===== src/lst_pkg.sv =====
// package for the sign-token lexer: character codes, pending-sign codes,
// token codes, the lexer state struct and the single-sign lookup
// no dependencies
`default_nettype none

package lst_pkg;

	localparam int unsigned CHAR_W  = 8;
	localparam int unsigned TOKEN_W = 5;
	localparam int unsigned PEND_W  = 3;

	// characters of interest
	localparam logic [CHAR_W-1:0] CH_COLON = 8'h3a;
	localparam logic [CHAR_W-1:0] CH_STAR  = 8'h2a;
	localparam logic [CHAR_W-1:0] CH_EQ    = 8'h3d;
	localparam logic [CHAR_W-1:0] CH_AMP   = 8'h26;
	localparam logic [CHAR_W-1:0] CH_NL    = 8'h0a;
	localparam logic [CHAR_W-1:0] CH_PLUS  = 8'h2b;
	localparam logic [CHAR_W-1:0] CH_MINUS = 8'h2d;
	localparam logic [CHAR_W-1:0] CH_LT    = 8'h3c;
	localparam logic [CHAR_W-1:0] CH_GT    = 8'h3e;
	localparam logic [CHAR_W-1:0] CH_BANG  = 8'h21;
	localparam logic [CHAR_W-1:0] CH_SEMI  = 8'h3b;
	localparam logic [CHAR_W-1:0] CH_LPAR  = 8'h28;
	localparam logic [CHAR_W-1:0] CH_RPAR  = 8'h29;
	localparam logic [CHAR_W-1:0] CH_LBRC  = 8'h7b;
	localparam logic [CHAR_W-1:0] CH_RBRC  = 8'h7d;
	localparam logic [CHAR_W-1:0] CH_LBRK  = 8'h5b;
	localparam logic [CHAR_W-1:0] CH_RBRK  = 8'h5d;

	// pending first sign
	localparam logic [PEND_W-1:0] PS_NONE  = 3'd0;
	localparam logic [PEND_W-1:0] PS_COLON = 3'd1;
	localparam logic [PEND_W-1:0] PS_STAR  = 3'd2;
	localparam logic [PEND_W-1:0] PS_EQ    = 3'd3;
	localparam logic [PEND_W-1:0] PS_AMP   = 3'd4;

	// token codes
	localparam logic [TOKEN_W-1:0] TK_REJECT   = 5'd0;
	localparam logic [TOKEN_W-1:0] TK_CONT     = 5'd1;
	localparam logic [TOKEN_W-1:0] TK_CMT_BODY = 5'd2;
	localparam logic [TOKEN_W-1:0] TK_CMT_NL   = 5'd3;
	localparam logic [TOKEN_W-1:0] TK_CMT_END  = 5'd4;
	localparam logic [TOKEN_W-1:0] TK_PLUS     = 5'd5;
	localparam logic [TOKEN_W-1:0] TK_MINUS    = 5'd6;
	localparam logic [TOKEN_W-1:0] TK_COLON    = 5'd7;
	localparam logic [TOKEN_W-1:0] TK_STAR     = 5'd8;
	localparam logic [TOKEN_W-1:0] TK_LT       = 5'd9;
	localparam logic [TOKEN_W-1:0] TK_GT       = 5'd10;
	localparam logic [TOKEN_W-1:0] TK_EQ       = 5'd11;
	localparam logic [TOKEN_W-1:0] TK_ASSIGN   = 5'd12;
	localparam logic [TOKEN_W-1:0] TK_EQCEQ    = 5'd13;
	localparam logic [TOKEN_W-1:0] TK_BANG     = 5'd14;
	localparam logic [TOKEN_W-1:0] TK_ANDAND   = 5'd15;
	localparam logic [TOKEN_W-1:0] TK_SEMI     = 5'd16;
	localparam logic [TOKEN_W-1:0] TK_LPAR     = 5'd17;
	localparam logic [TOKEN_W-1:0] TK_RPAR     = 5'd18;
	localparam logic [TOKEN_W-1:0] TK_LBRC     = 5'd19;
	localparam logic [TOKEN_W-1:0] TK_RBRC     = 5'd20;
	localparam logic [TOKEN_W-1:0] TK_LBRK     = 5'd21;
	localparam logic [TOKEN_W-1:0] TK_RBRK     = 5'd22;

	typedef struct packed {
		logic [PEND_W-1:0] pending_sign;
		logic              second_colon;
		logic              in_comment;
	} lex_state_t;

	localparam lex_state_t LEX_RESET = '{pending_sign: PS_NONE, second_colon: 1'b0,
		in_comment: 1'b0};

	// single-character signs, reject when not one
	function automatic logic [TOKEN_W-1:0] single_sign(input logic [CHAR_W-1:0] c);
		logic [TOKEN_W-1:0] t;
		case (c)
			CH_PLUS:  t = TK_PLUS;
			CH_MINUS: t = TK_MINUS;
			CH_LT:    t = TK_LT;
			CH_GT:    t = TK_GT;
			CH_BANG:  t = TK_BANG;
			CH_SEMI:  t = TK_SEMI;
			CH_LPAR:  t = TK_LPAR;
			CH_RPAR:  t = TK_RPAR;
			CH_LBRC:  t = TK_LBRC;
			CH_RBRC:  t = TK_RBRC;
			CH_LBRK:  t = TK_LBRK;
			CH_RBRK:  t = TK_RBRK;
			default:  t = TK_REJECT;
		endcase
		return t;
	endfunction

endpackage

`default_nettype wire


===== src/lst_decode.sv =====
// combinational next-state and token decode for one character
// depends on lst_pkg
`default_nettype none

module lst_decode (
	input  wire logic [lst_pkg::CHAR_W-1:0]  char_in,
	input  wire lst_pkg::lex_state_t         cur,
	output lst_pkg::lex_state_t              nxt,
	output logic [lst_pkg::TOKEN_W-1:0]      token_code
);

	logic [lst_pkg::TOKEN_W-1:0] single;
	logic                        none_pending;

	assign single       = lst_pkg::single_sign(char_in);
	assign none_pending = (cur.pending_sign == lst_pkg::PS_NONE);

	always_comb begin
		nxt        = cur;
		token_code = lst_pkg::TK_REJECT;
		if (cur.in_comment) begin
			if (char_in == lst_pkg::CH_COLON && cur.pending_sign == lst_pkg::PS_STAR) begin
				nxt        = lst_pkg::LEX_RESET;
				token_code = lst_pkg::TK_CMT_END;
			end else begin
				nxt.second_colon = 1'b0;
				nxt.pending_sign = (char_in == lst_pkg::CH_STAR) ? lst_pkg::PS_STAR
					: lst_pkg::PS_NONE;
				token_code = (char_in == lst_pkg::CH_NL) ? lst_pkg::TK_CMT_NL
					: lst_pkg::TK_CMT_BODY;
			end
		end else if (none_pending && !cur.second_colon
				&& single != lst_pkg::TK_REJECT) begin
			token_code = single;
		end else begin
			case (char_in)
				lst_pkg::CH_COLON: begin
					if (none_pending) begin
						nxt.pending_sign = lst_pkg::PS_COLON;
						token_code       = lst_pkg::TK_CONT;
					end else if (cur.pending_sign == lst_pkg::PS_EQ) begin
						nxt.second_colon = 1'b1;
						token_code       = lst_pkg::TK_CONT;
					end else begin
						nxt.pending_sign = lst_pkg::PS_NONE;
						nxt.second_colon = 1'b0;
						token_code       = lst_pkg::TK_COLON;
					end
				end
				lst_pkg::CH_STAR: begin
					if (none_pending) begin
						nxt.pending_sign = lst_pkg::PS_STAR;
						token_code       = lst_pkg::TK_CONT;
					end else if (cur.pending_sign == lst_pkg::PS_COLON) begin
						nxt.in_comment   = 1'b1;
						nxt.pending_sign = lst_pkg::PS_NONE;
						nxt.second_colon = 1'b0;
						token_code       = lst_pkg::TK_CONT;
					end else begin
						// state left as it is
						token_code = lst_pkg::TK_STAR;
					end
				end
				lst_pkg::CH_EQ: begin
					if (none_pending) begin
						nxt.pending_sign = lst_pkg::PS_EQ;
						token_code       = lst_pkg::TK_CONT;
					end else begin
						nxt.pending_sign = lst_pkg::PS_NONE;
						nxt.second_colon = 1'b0;
						if (cur.pending_sign == lst_pkg::PS_COLON)
							token_code = lst_pkg::TK_ASSIGN;
						else if (cur.pending_sign == lst_pkg::PS_EQ && cur.second_colon)
							token_code = lst_pkg::TK_EQCEQ;
						else
							token_code = lst_pkg::TK_EQ;
					end
				end
				lst_pkg::CH_AMP: begin
					if (none_pending) begin
						nxt.pending_sign = lst_pkg::PS_AMP;
						token_code       = lst_pkg::TK_CONT;
					end else begin
						nxt.pending_sign = lst_pkg::PS_NONE;
						nxt.second_colon = 1'b0;
						token_code = (cur.pending_sign == lst_pkg::PS_AMP)
							? lst_pkg::TK_ANDAND : lst_pkg::TK_REJECT;
					end
				end
				default: begin
					nxt.pending_sign = lst_pkg::PS_NONE;
					nxt.second_colon = 1'b0;
					token_code       = lst_pkg::TK_REJECT;
				end
			endcase
		end
	end

endmodule

`default_nettype wire


===== src/lexer_sign_token_fsm_core.sv =====
// sign-token lexer core: one character in, one token code out per transaction
// a token passes the input register, then the result register; one per cycle if no stall
// the lexer state is updated by the decode between input and result registers
// arst_n clears the lexer state (nothing pending, no second colon, not in a comment)
// and empties both registers; depends on lst_pkg and lst_decode
`default_nettype none

module lexer_sign_token_fsm_core (
	input  wire logic                          clk,
	input  wire logic                          arst_n,
	// character channel
	input  wire logic                          in_valid,
	output logic                               in_stall,
	input  wire logic [lst_pkg::CHAR_W-1:0]    char_in,
	// token channel
	output logic                               out_valid,
	input  wire logic                          out_stall,
	output logic [lst_pkg::TOKEN_W-1:0]        token_code
);

	// input register
	logic                          valid_s1;
	logic [lst_pkg::CHAR_W-1:0]    char_s1;

	// lexer state and result register
	lst_pkg::lex_state_t           state_q;
	lst_pkg::lex_state_t           state_nxt;
	logic                          valid_s2;
	logic [lst_pkg::TOKEN_W-1:0]   token_s2;
	logic [lst_pkg::TOKEN_W-1:0]   token_nxt;

	logic                          out_free;
	logic                          advance;
	logic                          accept;

	// result register can take a new token when empty or being drained
	assign out_free = !valid_s2 || !out_stall;
	// input stage hands its character on to the decode this cycle
	assign advance  = valid_s1 && out_free;
	// input register is free when empty or moving on
	assign in_stall = valid_s1 && !out_free;
	assign accept   = in_valid && !in_stall;

	lst_decode u_decode (
		.char_in    (char_s1),
		.cur        (state_q),
		.nxt        (state_nxt),
		.token_code (token_nxt)
	);

	// input stage control
	always_ff @(posedge clk or negedge arst_n) begin
		if (!arst_n) begin
			valid_s1 <= 1'b0;
		end else if (accept) begin
			valid_s1 <= 1'b1;
		end else if (advance) begin
			valid_s1 <= 1'b0;
		end
	end

	// input payload, no reset
	always_ff @(posedge clk) begin
		if (accept) begin
			char_s1 <= char_in;
		end
	end

	// lexer state moves only when a character is decoded
	always_ff @(posedge clk or negedge arst_n) begin
		if (!arst_n) begin
			state_q  <= lst_pkg::LEX_RESET;
			valid_s2 <= 1'b0;
		end else begin
			if (advance) begin
				state_q <= state_nxt;
			end
			if (out_free) begin
				valid_s2 <= valid_s1;
			end
		end
	end

	// result payload
	always_ff @(posedge clk) begin
		if (advance) begin
			token_s2 <= token_nxt;
		end
	end

	assign out_valid  = valid_s2;
	assign token_code = token_s2;

endmodule

`default_nettype wire

===== config.mk =====
export PLATFORM = sky130hd
export DESIGN_NAME = lexer_sign_token_fsm_core
export DESIGN_NICKNAME = d
export VERILOG_FILES = /design/src/lst_pkg.sv /design/src/lst_decode.sv /design/src/lexer_sign_token_fsm_core.sv
export SDC_FILE = /design/constraint.sdc
export NUM_CORES = 1
export LEC_CHECK = 0
export ABC_CLOCK_PERIOD_IN_PS = 2450
export BUFFER_PORTS_ARGS = -buffer_cell sky130_fd_sc_hd__buf_4
export CAP_MARGIN = 0
export CELL_PAD_IN_SITES_DETAIL_PLACEMENT = 1
export CELL_PAD_IN_SITES_GLOBAL_PLACEMENT = 1
export CORE_MARGIN = 4
export CORE_UTILIZATION = 43
export DETAILED_ROUTE_END_ITERATION = 16
export GPL_ROUTABILITY_DRIVEN = 1
export PLACE_DENSITY = 0.77
export RECOVER_POWER = 100
export SYNTH_ARGS = -nofsm -noshare
export SYNTH_HDL_FRONTEND = slang
export SYNTH_SLANG_ARGS = --single-unit

===== constraint.sdc =====
create_clock -name clk -period 2.45 [get_ports clk]
set_input_delay 0.245 -clock clk [delete_from_list [all_inputs] [get_ports clk]]
set_output_delay 0.245 -clock clk [all_outputs]
set_load 0.01 [all_outputs]

# After elaboration in Yosys (flattened, before gate mapping)
# Cells that the tools add are included.
# W data, S select, Z words.
# op_classes
eq_ne	27
n_mux	34
reduce_logical	18
# op_table
op	n
$eq A8 B6 Y1 const B	12
$pmux W5 S12	1
$mux W5	9
$eq A8 B7 Y1 const B	4
$mux W3	7
$pmux W5 S4	1
$mux W4	4
$pmux W4 S4	1
$ne A3 B3 Y1 const B	3
$eq A8 B4 Y1 const B	1
$mux W1	8
$ne A4 B3 Y1 const B	2
$logic_and A1 B1 Y1	7
$eq A3 B2 Y1 const B	2
$mux W2	3
$logic_not A1 Y1	5
$reduce_and A5 Y1	1
$reduce_bool A5 Y1	1
$reduce_and A4 Y1	1
$eq A3 B1 Y1 const B	1
$eq A3 B3 Y1 const B	1
$logic_not A3 Y1	1
$ne A2 B2 Y1 const B	1
$reduce_bool A2 Y1	1
$logic_or A1 B1 Y1	1
# word_totals
register_bits	20
input_bits	12
out_inout_bits	7
wordCells	86

# Longest topological paths before layout
# Gate-level depths: netlist of run 1.
# depth
depth_word	8
ltp_mapped	7

# Modules after synthesis
# A second synthesis of run 1 with hierarchy kept.
# unflattened
hier_cells	166
hier_area_um2	1507.7
# modules_own_cells
module	n_inst	cells_each	area_per_inst_um2
lst_decode	1	135	837.1
lexer_sign_token_fsm_core	1	31	670.6

# Worst setup path after synthesis of run 1
# Ideal clock, no wire load.
# synth_path
path_kind	reg2reg
startpoint	register char_s1[7] in the netlist's numbering
endpoint	register token_s2 (netlist bit token_code[3]), data pin
setup_ps	176
t_arrival_ps	1642
setup_slack_ps	632
path_stages_with_launch	6
path_buffers	1
period_less_slack_ps	1818
path_cell_list	edfxtp_1 or3b_1 buf_2 nor4_4 a211oi_1 o32ai_1
# synth_via
elab_chain_cells	6
# synth_rtl
item	line	source
start, declared	lexer_sign_token_fsm_core.sv:23	logic [lst_pkg::CHAR_W-1:0] char_s1;
start signal, assigned	lexer_sign_token_fsm_core.sv:65	char_s1 <= char_in;
$eq A8 B7 Y1 / $eq A8 B6 Y1 (equally long branches)	lst_pkg.sv:75	case (c)
$pmux W5 S12	lst_pkg.sv:75	
$reduce_bool A5 Y1	lst_decode.sv:33	&& single != lst_pkg::TK_REJECT) begin
$logic_and A1 B1 Y1	lst_decode.sv:33	
$mux W5 *	lst_decode.sv:32	end else if (none_pending && !cur.second_colon
$mux W5 *	lst_decode.sv:21	if (cur.in_comment) begin
end signal, assigned	lexer_sign_token_fsm_core.sv:87	token_s2 <= token_nxt;
end, declared	lexer_sign_token_fsm_core.sv:29	logic [lst_pkg::TOKEN_W-1:0] token_s2;
# Mark *: on every way between the ends. The rest lies on a longest branch, timed or not.
# A chain may end at the register's enable or synchronous reset.

# Final worst setup path of run 1
# layout_path
startpoint	register char_s1[7] in the netlist's numbering
endpoint	register token_s2 (netlist bit token_code[1]), data pin
# layout_via
elab_chain_cells	6
# layout_rtl
item	line	source
$eq A8 B7 Y1 / $eq A8 B6 Y1 (equally long branches)	lst_pkg.sv:75	
$pmux W5 S12	lst_pkg.sv:75	
$reduce_bool A5 Y1	lst_decode.sv:33	
$logic_and A1 B1 Y1	lst_decode.sv:33	
$mux W5	lst_decode.sv:32	
$mux W5 *	lst_decode.sv:21	
via token_nxt, one bit	lexer_sign_token_fsm_core.sv:30	logic [lst_pkg::TOKEN_W-1:0] token_nxt;
# The timed path passes the listed nets; every way through them passes the cells marked *.

==> results of run 1 <==
==> sequential cells by signal, indices dropped and copies added, names as in the netlist <==
| signal | cells |
|---|---|
| char_s1 | 8 |
| state_q | 5 |
| token_code | 5 |
| out_valid | 1 |
| valid_s1 | 1 |
==> placed cells by master, fill, tap and decap left out, types with 2 or more instances in the layout <==
master	Yosys	layout
sky130_fd_sc_hd__a211o_1	2	2
sky130_fd_sc_hd__a211oi_1	2	2
sky130_fd_sc_hd__a21boi_0	2	2
sky130_fd_sc_hd__a21oi_1	9	10
sky130_fd_sc_hd__a2bb2oi_1	2	2
sky130_fd_sc_hd__a32oi_1	2	2
sky130_fd_sc_hd__and3_1	2	2
sky130_fd_sc_hd__buf_4	1	8
sky130_fd_sc_hd__clkbuf_1	5	10
sky130_fd_sc_hd__clkbuf_4	0	11
sky130_fd_sc_hd__dfrtp_1	7	7
sky130_fd_sc_hd__edfxtp_1	13	13
sky130_fd_sc_hd__inv_1	4	4
sky130_fd_sc_hd__mux2_1	2	2
sky130_fd_sc_hd__nand2_1	15	15
sky130_fd_sc_hd__nand2b_1	8	8
sky130_fd_sc_hd__nand3_1	8	8
sky130_fd_sc_hd__nand4_1	2	2
sky130_fd_sc_hd__nor2_1	11	11
sky130_fd_sc_hd__nor2b_1	4	4
sky130_fd_sc_hd__nor3b_2	2	2
sky130_fd_sc_hd__o211ai_1	2	2
sky130_fd_sc_hd__o21ai_0	6	8
sky130_fd_sc_hd__o21ai_1	6	4
sky130_fd_sc_hd__o31ai_1	4	4
sky130_fd_sc_hd__o32ai_1	2	2
sky130_fd_sc_hd__o41ai_1	2	2
sky130_fd_sc_hd__or3_1	2	2
sky130_fd_sc_hd__xor2_1	2	2
==> layout make-up <==
class | count | area, µm²
inverters | 4 | 15.01
well taps | 44 | 55.05
multi-input cells | 121 | 775.7
repair buffers | 28 | 172.7
fillers | 396 | 1493
clock inverters | 1 | 3.754
clock buffers | 3 | 22.52
flip-flops and latches | 20 | 565.5
==> metal layers <==
layer	part of all wire (%)	vias to the layer above	GRT usage (%)	wire length [µm]
met4	2.6	0	8.549	101
met2	48	36	36.03	1893
met3	4.9	8	4.444	190
met5	0	-	0	0
li1	-	634	-	-
met1	44	641	25.97	1721
==> worst paths after layout <==
| kind | startpoint | end | cells past startpoint |
|---|---|---|---|
| worst max-delay path | char_s1[7]$_DFFE_PP_ | token_code[1]$_DFFE_PP_ | 7 |
| worst min-delay path | char_in[1] | char_s1[1]$_DFFE_PP_ | 1 |
| worst max register to register | char_s1[7]$_DFFE_PP_ | token_code[1]$_DFFE_PP_ | 7 |
| worst min register to register | valid_s1$_DFFE_PN0P_ | out_valid$_DFFE_PN0P_ | 1 |
| max in group asynchronous | arst_n | state_q[1]$_DFFE_PN0P_ | 2 |
| min in group asynchronous | arst_n | out_valid$_DFFE_PN0P_ | 2 |
==> power by group <==
group	internal, µW	switching (µW)
Clock	59.6	106
Combinational	48.4	70.2
Sequential	378	16.5
Total	486	192
==> through the flow <==
step           power, µW  instance area, µm²  setup WS (ns)  hold WS [ns]
2_1_floorplan      472.0                1421         0.6317      -0.05059
3_3_place_gp       520.6                1618         0.4559       0.06158
3_5_place_dp       527.4                1618         0.3699       0.06459
4_1_cts            691.3                1654         0.3427        0.1001
5_1_grt            718.3                1610         0.1345        0.1031
6_report           678.4                1610         0.2905        0.1249
==> timing repair <==
action,4_1_cts,5_1_grt
hold endpoints to repair,7,0
setup endpoints to repair,0,0
hold buffers,1,0
==> worst reg2reg max path, cell delays in order (launching register included) <==
cell,delay [ns]
sky130_fd_sc_hd__edfxtp_1,0.51
sky130_fd_sc_hd__or3b_1,0.43
sky130_fd_sc_hd__clkbuf_1,0.19
sky130_fd_sc_hd__nor4_4,0.39
sky130_fd_sc_hd__nand3_1,0.15
sky130_fd_sc_hd__nand3_1,0.11
sky130_fd_sc_hd__a31oi_1,0.04
sky130_fd_sc_hd__o21ai_0,0.18
==> cell families (layout without fill, tap and decap cells) <==
| logic type | after synthesis | after routing | synth area share, % |
|---|---|---|---|
| muxes | 2 | 2 | 1.584 |
| DFF | 20 | 20 | 39.79 |
| and+or+nand+nor | 68 | 68 | 28.52 |
| xor gates and xnor gates | 3 | 3 | 1.849 |
| AOI/OAI and AO/OA | 48 | 48 | 22.89 |
| buffers and inverters | 17 | 36 | 5.369 |
==> results.txt, run 1 <==
- Data arrival time of the worst path: 2.31 ns
* Placed cells: 216
* First-pass GRT wire length: 7.031 mm
- The count of nets left with antenna violations once routing finished came out at 0.
- Synthesis inferred 20 register bits.
* Io pins: 19
- Placeable Area: 0.003103 mm²
* Main synth FF type: sky130_fd_sc_hd__edfxtp_1
- Worst hold path type: in2reg
* Register-to-register path setup slack: 0.29 ns
- Headroom to the max-slew limit came out at 59.42%.
* Vias per cell: 5.968
* TritonCTS clock tree: yes
- Unrepaired setup endpoints after global routing: no
* Bufs and invs on worst path: 1
- Total die area: 0.004290 mm²
- Detailed-route wire length per cell: 17.67 µm
- Kind of end point of the critical path: register
* Total wirelength of the detailed-routed design: 3.906 mm
* EDFF count, synth: 13
- Via count of the first global-routing pass: 1453
* Horizontal die dimension: 65.50 µm
* Total congestion overflow: 0
* Worst Setup Start Kind: register
* Worst Skew: 0.001367 ns
* Worst EP required: 2.60 ns
- Class of the most critical setup path: reg2reg
- The clock passes through at most 2 buffers.
* Count of different cell masters after synthesis: 51
* Slowest stage delay, CP: 0.51 ns
- Chip height: 65.50 µm
* Result of the run: finished, final reports clean
- The cell sitting at the root of the clock tree is a sky130_fd_sc_hd__clkbuf_4.
* Starting Density: 45.81%
- Antenna cell count: 0
- Number of hold violations in the final report: 0
* Routability congestion estimate: 0.8555
* Number of nets produced by synthesis: 170
- Global routing used 21.18% of the available tracks across all layers.
- The commonest cells after synthesis are 15 x sky130_fd_sc_hd__nand2_1, 13 x sky130_fd_sc_hd__edfxtp_1, 11 x sky130_fd_sc_hd__nor2_1, 9 x sky130_fd_sc_hd__a21oi_1.
* Pin count of the biggest net entering global routing: 17
* Proportion of layout cells with a drive suffix above 1: 14.69%
- In this run, the number of DRC markers left after iteration 0 of detailed routing was 75.
- Post-CTS setup buffer count: 0
- Max-cap violations: 0
- The routed design could run at a clock period as short as 2.159 ns.
- Slew at the pin closest to its max-slew limit: 0.6032 ns
- The worst-case IR drop observed on VDD is 226.5 µV.
* Critical Path, Cell by Cell: or3b_1 > clkbuf_1 > nor4_4 > nand3_1 > nand3_1 > a31oi_1 > o21ai_0
- Static timing analysis puts the maximum clock frequency at 463.1 MHz.
- Total number of clock tree sinks: 20
- CP dominant cell by count: sky130_fd_sc_hd__nand3_1
* Nets@finish: 190
- The area growth from synthesis to layout is 13.29%.
- Total power per unit cell area: 421.3 mW/mm²
* Synthesis warning total: 0
- Number of H-tree levels: 1
* Cell type with the highest aggregate area in the netlist: sky130_fd_sc_hd__edfxtp_1
- Part of the cycle the worst path needs: 88.14%
- Sequential cells were found to cover 39.79% of the synthesized design area.
- Avg Inst Size Synth: 8.996 µm²
- Resized cells post-CTS: 0
- Number of setup violations in the final report: 0
- After routing, the total negative slack on setup checks comes to 0 ns.
- On the critical path the largest part of the delay comes from simple AND/OR/NAND/NOR gates.
* Summed instance area of the synthesized netlist: 0.001421 mm²
- By area the synthesized netlist is led by sky130_fd_sc_hd__edfxtp_1 27%, sky130_fd_sc_hd__dfrtp_1 12%, sky130_fd_sc_hd__nand2_1 4.0%.
* Async set-reset flop share out of synthesis: 35.00%
- Synthesis produced a netlist whose cell count is 158.
- The count of cells in the finished layout, fillers not included, comes to 221.
- After clock tree synthesis, the clock-pin slew on the worst setup and hold paths is 0.11 ns.
- Final HPWL DP: 3.036 mm
- The floorplan has 20 rows.
* Worst path slowest cell: sky130_fd_sc_hd__edfxtp_1
* Detailed-route DRC error count: 0
* Biggest fanout along the worst timing path: 7
- The most common cell in the synthesized netlist is sky130_fd_sc_hd__nand2_1.
- Final Slew Violations: 0
* Clk Latency, worst-skew pair: 0.31 ns
* Total number of vias: 1319
- Once layout is complete, the utilization of the core stands at 51.90%.
* Detailed-routing iteration count for the pre-antenna-repair pass: 4
- Port buffering added 18 buffers.
* Standby leakage power: 0.0005666 µW
* Number of antenna violations at the first check in global routing: 0
* CTS buffer count: 3
- The share of synthesized area in the top cell type comes to 27.46%.
(Power assumes the default switching activity.)
==> inputs of run 2 (changes only) <==
Settings changed: ABC_CLOCK_PERIOD_IN_PS 2450 to 1800, CORE_UTILIZATION 43 to 39, GPL_TIMING_DRIVEN set to 0, PLACE_DENSITY 0.77 to 0.74.
Clock period 2.45 ns to 1.8 ns, I/O delays scaled along.
==> run 2 against run 1 <==
  * The flow now finishes with violations (negative setup slack)
  * Core utilization rose by 4.8 points
  * Global-route usage fell by 0.78 points
  * Wire length rose by 16%
  * Combinational power rose by 76%
  * Die area rose by 9.0%
  * Register-to-register slack got worse by 0.46 ns
  * Via count rose by 9.3%
  * Highest routed layer unchanged
==> results.txt, run 2 (same netlist as run 1, synthesis figures left out) <==
- Result of the run: finished with violations (was finished, final reports clean)
- Violations in the final reports: negative setup slack
- The pin count of the biggest net entering global routing is 13 (was 17).
* Detailed-route DRC error count: 0 (unchanged)
* Starting Density: 41.61% (was 45.81%)
* Via count of the first global-routing pass: 1531 (was 1453)
- The startpoint-to-endpoint class of the critical path was reg2reg (unchanged).
- The chip height is 68.37 µm (was 65.50 µm).
* Number of hold violations in the final report: 0 (unchanged)
- Max FFs per register: 8 (unchanged)
- Proportion of layout cells with a drive suffix above 1: 34.36% (was 14.69%)
- Biggest fanout along the worst timing path: 10 (was 7)
- The leakage component of the power came to 0.0007262 µW (was 0.0005666 µW).
- The clock slew at the register clock pins of the worst setup and hold paths came to 0.14 ns (was 0.11 ns).
* Number of H-tree levels: 1 (unchanged)
* Worst Skew: 0.01573 ns (was 0.001367 ns)
- The TritonCTS buffer count came to 3 (unchanged).
- Unrepaired setup endpoints after global routing: yes (was no).
- Horizontal die dimension: 68.37 µm (was 65.50 µm)
* Port Buffers: 18 (unchanged)
* Part of the cycle the worst path needs: 109.3% (was 88.14%)
- Slew at the pin closest to its max-slew limit: 0.5864 ns (was 0.6032 ns)
- Worst EP required: 1.85 ns (was 2.60 ns)
* Detailed-routing iteration count for the pre-antenna-repair pass: 4 (unchanged)
- Worst hold path type: in2reg (unchanged)
- Total global-route track usage: 20.40% (was 21.18%)
- Post-layout util: 56.74% (was 51.90%)
- The worst-case headroom to the max-slew limit came to 60.58% (was 59.42%).
- The minimum setup slack in the final design came to -0.1676 ns (was 0.2905 ns).
- The largest register by flop count is char_s1 (unchanged).
- The number of buffers on the longest clock path came to 2 (unchanged).
- The total power density per cell area came to 552.1 mW/mm² (was 421.3 mW/mm²).
- Most common cell after layout, fill and taps aside: sky130_fd_sc_hd__buf_4 (was sky130_fd_sc_hd__nand2_1)
- The final HPWL from detailed placement is 2.950 mm (was 3.036 mm).
- Detailed-route wire length per cell: 18.75 µm (was 17.67 µm)
- CTS Root Buffer Type: sky130_fd_sc_hd__clkbuf_4 (unchanged)
* First-pass GRT wire length: 7.086 mm (was 7.031 mm)
- The maximum achievable frequency came to 508.2 MHz (was 463.1 MHz).
- Final design area excluding fillers: 0.001938 mm² (was 0.001610 mm²)
* Total number of clock tree sinks: 20 (unchanged)
- Worst Setup Start Kind: register (unchanged)
- First DRT Iteration DRCs: 53 (was 75)
* Final Slew Violations: 0 (unchanged)
- Total wirelength of the detailed-routed design: 4.519 mm (was 3.906 mm)
* Nets@finish: 208 (was 190)
- The boundary pin count was 19 (unchanged).
- Commonest cells after routing, fill and taps aside: 17 x sky130_fd_sc_hd__buf_4, 13 x sky130_fd_sc_hd__edfxtp_1, 12 x sky130_fd_sc_hd__nand2_1, 12 x sky130_fd_sc_hd__clkbuf_4 (was 15 x sky130_fd_sc_hd__nand2_1, 13 x sky130_fd_sc_hd__edfxtp_1, 11 x sky130_fd_sc_hd__nor2_1, 11 x sky130_fd_sc_hd__clkbuf_4).
* Worst IR drop on VDD: 471.6 µV (was 226.5 µV)
- Clk Latency, worst-skew pair: 0.32 ns (was 0.31 ns)
- The count of standard-cell rows was 21 (was 20).
- The remaining antenna violation count after routing was 0 (unchanged).
- Number of antenna violations at the first check in global routing: 0 (unchanged)
- The antenna diode count came to 0 (unchanged).
* Total die area: 0.004674 mm² (was 0.004290 mm²)
- Vias per cell: 5.983 (was 5.968)
- Max-cap violations: 0 (unchanged)
- The endpoint class of the critical path is a register (unchanged).
- Placeable Area: 0.003416 mm² (was 0.003103 mm²)
- The worst path arrival time came to 2.02 ns (was 2.31 ns).
- Post-Route Hold Slack: 0.05108 ns (was 0.1249 ns)
- TritonCTS clock tree: yes (unchanged)
* Number of setup violations in the final report: 8 (was 0)
- The overall overflow remaining after global route is 0 (unchanged).
* Total number of vias: 1442 (was 1319)
- The worst slack at placement was -0.3510 ns (was 0.3699 ns).
* Final Critical Period: 1.968 ns (was 2.159 ns)
* Placed Area: 0.001618 mm² (unchanged)
- Routability congestion estimate: 0.8582 (was 0.8555)
- Synthesis-to-layout area growth: 36.36% (was 13.29%)
run 2: cell count changes in the layout (fill, tap and decap cells not counted), sizes merged:
| cell | previous run | this run |
|---|---|---|
| buf | 8 | 25 |
| clkbuf | 22 | 24 |
| clkinv | 1 | 0 |
run 2: power by group:
part           internal (µW)  switching [µW]
clock                    169             161
sequential               514            14.6
combinational           88.0             122
run 2: final cells by class:
cell class	count	area, µm²
repair buffers	34	235.2
multi-input cells	121	939.7
flip-flops and latches	20	565.5
well taps	46	57.56
plain buffers	12	77.57
fillers	389	1478
clock buffers	4	47.55
inverters	4	15.01
run 2: worst paths after layout:
path                            depth (start not counted)  slack (ns)                      end                 start
max in group asynchronous                               2        1.24   state_q[3]$_DFFE_PN0P_                arst_n
worst max-delay path                                    8       -0.17  token_code[1]$_DFFE_PP_  char_s1[2]$_DFFE_PP_
worst min register to register                          1        0.52    out_valid$_DFFE_PN0P_  valid_s1$_DFFE_PN0P_
min in group asynchronous                               2        0.29     valid_s1$_DFFE_PN0P_                arst_n
worst max register to register                          8       -0.17  token_code[1]$_DFFE_PP_  char_s1[2]$_DFFE_PP_
worst min-delay path                                    1        0.05     char_s1[7]$_DFFE_PP_            char_in[7]
run 2: what timing repair did:
item	in CTS	in global routing
cloned	0	0
gates resized for setup	21	20
buffers inserted	11	5
hold buffers	1	0
setup endpoints to repair	9	9
endpoints found under the hold margin	7	0
pin swaps	17	11
run 2: through the flow:
step	std cells	setup TNS, ns	power, µW
after floorplan	158	0	642.8
after global placement	222	-1.495	700.3
after detailed placement	222	-2.224	708.3
after CTS	238	-0.8774	1057
after global routing	241	-1.679	1126
final	241	-0.7461	1070
run 2: per-layer routing:
| metal | GRT usage (%) | part of all wire (%) |
|---|---|---|
| met2 | 36.10 | 51 |
| met3 | 3.284 | 4.6 |
| met1 | 24.70 | 43 |
| met4 | 7.444 | 1.9 |
| met5 | 0 | 0 |
run 2: critical path, stage by stage, from the launching register on:
cell and delay [ns]:
sky130_fd_sc_hd__edfxtp_1 0.41, sky130_fd_sc_hd__buf_4 0.17, sky130_fd_sc_hd__buf_4 0.18, sky130_fd_sc_hd__nand4b_1 0.17, sky130_fd_sc_hd__o21ai_0 0.16, sky130_fd_sc_hd__o21ai_2 0.20
sky130_fd_sc_hd__o41ai_4 0.14, sky130_fd_sc_hd__a31oi_1 0.21, sky130_fd_sc_hd__o21ai_1 0.08
